### config.mk
export PLATFORM = sky130hd
export DESIGN_NAME = twtl_ctrl
export DESIGN_NICKNAME = d
export VERILOG_FILES = /design/src/rtl/twtl_pkg.sv /design/src/rtl/twtl_ctrl.sv
export SDC_FILE = /design/constraint.sdc
export NUM_CORES = 1
export LEC_CHECK = 0
export BUFFER_PORTS_ARGS = -buffer_cell sky130_fd_sc_hd__buf_4
export CAP_MARGIN = 30
export CORE_AREA = 2 2 39 41
export DETAILED_ROUTE_END_ITERATION = 8
export DIE_AREA = 0 0 41 43
export SYNTH_ARGS = -nofsm -noshare
export SYNTH_HDL_FRONTEND = slang
export SYNTH_SLANG_ARGS = --single-unit
### constraint.sdc
create_clock -name clk -period 0.8 [get_ports clk]
set_input_delay 0.16 -clock clk [delete_from_list [all_inputs] [get_ports clk]]
set_output_delay 0.16 -clock clk [all_outputs]
set_load 0.005 [all_outputs]
### src/rtl/twtl_pkg.sv
// Shared types, codes and constants of the text wave table loader.
package twtl_pkg;

	// Operation codes of an input item.
	localparam logic [1:0] OP_BYTE = 2'd0;
	localparam logic [1:0] OP_EOF  = 2'd1;
	localparam logic [1:0] OP_READ = 2'd2;

	// Result kinds.
	localparam logic KIND_LOAD = 1'b0;
	localparam logic KIND_READ = 1'b1;

	// Characters that the line parser looks for.
	localparam logic [7:0] CH_MINUS   = 8'h2D;
	localparam logic [7:0] CH_ZERO    = 8'h30;
	localparam logic [7:0] CH_NINE    = 8'h39;
	localparam logic [7:0] CH_NEWLINE = 8'h0A;

	localparam int         MAX_LINE_OK   = 7;
	localparam logic [3:0] PREFIX_MAX    = 4'd8;
	localparam logic [23:0] MAG_MAX      = 24'hFFFFFF;
	localparam logic [23:0] MAG_LIMIT    = 24'd1677720;
	localparam logic [23:0] MAG_SAT      = 24'd2048;
	localparam logic [15:0] SAMPLE_POS_MAX = 16'h7FFF;
	localparam logic [15:0] SAMPLE_NEG_MAX = 16'h8000;

	localparam int READ_INDEX_W = 12;
	localparam int DIV_STEPS    = READ_INDEX_W;
	localparam int DIV_CW       = $clog2(DIV_STEPS);

	typedef enum logic [1:0] {
		PH_START,
		PH_SIGN,
		PH_DIGITS,
		PH_DONE
	} phase_t;

	typedef enum logic [2:0] {
		ST_IDLE,
		ST_DISPATCH,
		ST_COMMIT,
		ST_DIV,
		ST_READ,
		ST_PUT
	} state_t;

	typedef struct packed {
		logic [1:0]              operation;
		logic [7:0]              char_byte;
		logic [READ_INDEX_W-1:0] read_index;
	} req_item_t;

	typedef struct packed {
		logic               result_kind;
		logic signed [15:0] sample;
		logic [12:0]        loaded_count;
	} rsp_item_t;

	typedef struct packed {
		logic capture;
		logic take_byte;
		logic eof_finish;
		logic commit;
		logic div_start;
		logic div_step;
		logic mem_read;
		logic out_load;
	} cmd_t;

	typedef struct packed {
		logic [1:0] op;
		logic       div_last;
		logic       out_free;
	} status_t;

endpackage

### src/rtl/twtl_ctrl.sv
// Controller state machine of the text wave table loader.
module twtl_ctrl (
	input  logic              clk,
	input  logic              arst_n,
	input  logic              req_valid,
	input  twtl_pkg::status_t status,
	output twtl_pkg::cmd_t    cmd,
	output logic              busy
);

	twtl_pkg::state_t state_q, state_nx;

	always_ff @(posedge clk or negedge arst_n) begin
		if (!arst_n) begin
			state_q <= twtl_pkg::ST_IDLE;
		end else begin
			state_q <= state_nx;
		end
	end

	always_comb begin
		state_nx = state_q;
		cmd      = '0;
		busy     = 1'b1;
		unique case (state_q)
			twtl_pkg::ST_IDLE: begin
				busy = 1'b0;
				if (req_valid) begin
					cmd.capture = 1'b1;
					state_nx    = twtl_pkg::ST_DISPATCH;
				end
			end
			twtl_pkg::ST_DISPATCH: begin
				unique case (status.op)
					twtl_pkg::OP_BYTE: begin
						cmd.take_byte = 1'b1;
						state_nx      = twtl_pkg::ST_IDLE;
					end
					twtl_pkg::OP_EOF: begin
						cmd.eof_finish = 1'b1;
						state_nx       = twtl_pkg::ST_COMMIT;
					end
					twtl_pkg::OP_READ: begin
						cmd.div_start = 1'b1;
						state_nx      = twtl_pkg::ST_DIV;
					end
					default: begin
						state_nx = twtl_pkg::ST_IDLE;
					end
				endcase
			end
			twtl_pkg::ST_COMMIT: begin
				cmd.commit = 1'b1;
				state_nx   = twtl_pkg::ST_PUT;
			end
			twtl_pkg::ST_DIV: begin
				cmd.div_step = 1'b1;
				if (status.div_last) begin
					state_nx = twtl_pkg::ST_READ;
				end
			end
			twtl_pkg::ST_READ: begin
				cmd.mem_read = 1'b1;
				state_nx     = twtl_pkg::ST_PUT;
			end
			twtl_pkg::ST_PUT: begin
				if (status.out_free) begin
					cmd.out_load = 1'b1;
					state_nx     = twtl_pkg::ST_IDLE;
				end
			end
			default: begin
				state_nx = twtl_pkg::ST_IDLE;
			end
		endcase
	end

endmodule

# ---- Word level (Yosys, flattened, before mapping)
# Cells that the tools add are included.
# Widths: inputs -> output; s select.
dict set report word_totals {
  ff_bits 3
  output_inout_bits 9
  wordCells 33
}
dict set report op_classes {
  eq_ne 10
  muxes 18
  reduce_logical 4
}
# operator count
set ops {}
lappend ops {{$pmux 3 s5} 1}
lappend ops {{$mux 1} 12}
lappend ops {{$mux 3} 3}
lappend ops {{$eq 3x2->1 const B} 2}
lappend ops {{$eq 3x3->1 const B} 2}
lappend ops {{$ne 2x2->1 const B} 3}
lappend ops {{$pmux 2 s2} 1}
lappend ops {{$eq 3x1->1 const B} 1}
lappend ops {{$logic_not 3->1} 1}
lappend ops {{$reduce_and 3->1} 1}
lappend ops {{$eq 2x1->1 const B} 1}
lappend ops {{$eq 2x2->1 const B} 1}
lappend ops {{$logic_not 2->1} 1}
lappend ops {{$mux 2} 1}
lappend ops {{$reduce_or 2->1} 1}

# ---- Logic depth before layout (Yosys ltp)
dict set report depth {
  ltp_word 3
  mapped_depth 4
  mapped_depth_nobuf 4
}

# ---- Worst setup path before layout
# No wires, ideal clock.
dict set report synth_timing {
  path_kind {reg2out}
  from {register state_q[2]}
  to {output cmd[5] in the netlist's numbering}
  arrival_time_ps 834
  required_time_ps 640
  slack_ps -194
  stages_incl_launch_ff 3
  n_path_buf 0
  cell_sequence {dfrtp_1 nand2b_1 nor3b_1}
}
# element line_no
set synth_lines {}
lappend synth_lines {{start: declaration} twtl_ctrl.sv:11} ;# twtl_pkg::state_t state_q, state_nx;
lappend synth_lines {{start signal: assignment} twtl_ctrl.sv:15} ;# state_q <= twtl_pkg::ST_IDLE;
lappend synth_lines {{start signal: assignment} twtl_ctrl.sv:17} ;# state_q <= state_nx;
lappend synth_lines {{end: declaration} twtl_ctrl.sv:7} ;# output twtl_pkg::cmd_t cmd,

==> results.sh <==
export IMPL_fin_crit_sh=1.61
export IMPL_largest_register_ffs=3
export IMPL_postSynthAreaPerCell_um2=8.21
export IMPL_wl_per_cell_um=10.5
export IMPL_first_iter_violations=1
export IMPL_cts_buffers=3
export IMPL_max_cap_viol_count=0
export IMPL_ff2ff_setup_slack_ns=-0.26
export IMPL_hold_slack_ns=0.133
export IMPL_cts_clk_slew_worst_paths_ns=0.04
export IMPL_slew_violations=0
export IMPL_cpPeakStageDelay_ns=0.46
export IMPL_first_pass_iters=4
export IMPL_clkSinkCount=3
export IMPL_postSynthCellCount=32
export IMPL_grt_overflow=0
export IMPL_clock_fmax_mhz=777
export IMPL_htree_num_levels=1
export IMPL_final_fill_count=154
export IMPL_required_ns=0.64
export IMPL_place_congestion=0.682
export IMPL_max_slew_margin=0.853
export IMPL_gr_usage_all_layers=0.125
export IMPL_drc=0
export IMPL_yosys_register_bits=3
export IMPL_synthesis_area_um2=263
export IMPL_synth_area_leaders="dfrtp_1, ha_1, nand3b_4, o21ai_1, nor2_1"
export IMPL_p_leak_uw=0.000279
export IMPL_hold_class="in2reg"
export IMPL_min_to="state_q[1]$_DFFE_PN0P_"
export IMPL_clock_skew_ns=0.00100
export IMPL_rsz0062_at_grt="yes"
export IMPL_hold_violations=0
export IMPL_grt_pass1_wl_um=1350
export IMPL_worst_pin_slew_ns=0.219
export IMPL_cts_root_buf="clkbuf_4"
export IMPL_violations="setup timing"
export IMPL_setup_viol=12
export IMPL_start_util=0.190
export IMPL_crit_chain="buf_12, nor3b_2, buf_4"
export IMPL_worst_slack_ns=-0.487
export IMPL_grt_pass1_vias=326
export IMPL_reg_top3="state_q: 3 flops"
export IMPL_via_count=316
export IMPL_r2r_start="state_q[0]$_DFFE_PN0P_"
export IMPL_power_uw=1830
export IMPL_num_rows=14
export IMPL_grt_start_max_net_pins=9
export IMPL_final_min_clock_period_ns=1.29
export IMPL_endpoint_kind="primary output"
export IMPL_netlist_area_leader_share=0.286
export IMPL_ys_seq_area_frac=0.286
export IMPL_die_w_um=41
export IMPL_worstPathMaxFanout=5
export IMPL_detail_route_antenna_nets=0
export IMPL_portBuffers=15
export IMPL_reg2reg_to="state_q[0]$_DFFE_PN0P_"
export IMPL_clk_path_buf_depth=2
export IMPL_die_h_um=43
export IMPL_ios=16
export IMPL_cpMaxStageDelayCell="dfrtp_2"
export IMPL_die_area_um2=1760
export IMPL_viasPerCell=4.16
export IMPL_wirelength_um=799
export IMPL_power_density_nw_per_um2=3200
export IMPL_synth_distinct_cells=18
export IMPL_min_path_cells=2
export IMPL_tritoncts="yes"
export IMPL_antenna_found_initial=0
export IMPL_syn2layout_area_growth_pct=119
export IMPL_startpoint_type="flop"
export IMPL_max_flop_register="state_q"
export IMPL_min_from="status[1]"
export IMPL_r2r_cells=4
export IMPL_antenna_cells=0
export IMPL_outcome="complete, but fails checks"
export IMPL_dp_hpwl_um=494
export IMPL_yosysTopAreaCell="dfrtp_1"
export IMPL_finalSetupTns_ns=-4.46
export IMPL_clock_latency_ns=0.23
export IMPL_synth_nets=42
export IMPL_utilization=0.415
export IMPL_ir_worst_vdd_uv=987
export IMPL_drive_above_1_share=0.717
export IMPL_yosysWarnings=0
export IMPL_crit_type="reg2out"
export IMPL_core_area_um2=1380
export IMPL_final_nets=71
export IMPL_critPathArrivalTime_ns=1.13
## area by class of cell
type	instances	area, µm²	share of cell area
inverters	4	15.0	0.0261
clock buffers	4	26.3	0.0458
repair buffers	24	206	0.359
well taps	16	20.0	0.0349
flip-flops and latches	3	78.8	0.137
multi-input cells	25	228	0.397
## synth_stat cells, drive strengths merged
master,count
nor3b,2
o21ai,3
nor2,5
dfrtp,3
a21oi,1
and2,1
a211oi,1
nand2,3
nand3b,1
nand2b,1
and3,1
nor2b,1
nor3,1
nand3,1
inv,4
ha,3
## worst max path at each step
| stage | from | endpoint | slack (ns) | depth (start not counted) |
|---|---|---|---|---|
| 4_1_cts | state_q[1]$_DFFE_PN0P_ | cmd[3] | -0.50 | 3 |
| 2_1_floorplan | state_q[2]$_DFFE_PN0P_ | state_q[0]$_DFFE_PN0P_ | -0.13 | 3 |
| 3_5_place_dp | state_q[1]$_DFFE_PN0P_ | cmd[3] | -0.26 | 3 |
| 6_report | state_q[1]$_DFFE_PN0P_ | cmd[6] | -0.49 | 3 |
| 5_1_grt | state_q[2]$_DFFE_PN0P_ | cmd[6] | -0.55 | 3 |
| 3_3_place_gp | state_q[1]$_DFFE_PN0P_ | cmd[3] | -0.27 | 3 |
## cells in the final DEF (no fill, tap or decap), types with 3 or more instances in the layout
| master | instances |
|---|---|
| buf_6 | 3 |
| clkbuf_4 | 3 |
| buf_4 | 19 |
| ha_1 | 3 |
| dfrtp_2 | 3 |
| inv_1 | 3 |
## cell families (layout without fill, tap and decap cells)
group / Yosys count / in the layout / share of synthesized area
flops: 3 / 3 / 0.286
buf+inv: 4 / 32 / 0.0571
compound gates: 5 / 5 / 0.105
simple gates: 17 / 17 / 0.410
fa+ha+maj: 3 / 3 / 0.143
## routing by layer
layer	global-route usage	vias up	wire length (µm)
met1	0.136	138	298
met2	0.163	12	426
met5	0	-	0
met4	0.160	0	27
li1	-	164	-
met3	0.0314	2	46
## per-stage QoR
step,instance area [µm²],instances,setup slack [ns]
after floorplan,285,32,-0.128
after global placement,425,64,-0.267
after detailed placement,425,64,-0.263
after CTS,546,74,-0.497
after global routing,574,76,-0.551
final,574,76,-0.487
## worst max-delay path, delay by kind of cell (launching register included)
family / cells / cell delay, ns
flip-flops: 1 / 0.46
AND/OR/NAND/NOR: 1 / 0.16
buffers and inverters: 2 / 0.27
## timing repair
action,4_1_cts,5_1_grt
pin swaps,2,2
resized for setup,8,4
endpoints found under the hold margin,3,0
buffers inserted,5,2
cloned,0,0
hold buffers,1,0
endpoints found under the setup margin,12,12
## report_power, final
part | internal [µW] | switching, µW
clock | 187 | 81.9
combinational | 702 | 478
sequential | 234 | 152
total | 1120 | 712
Note: power is estimated with default switching activity, not from simulation.
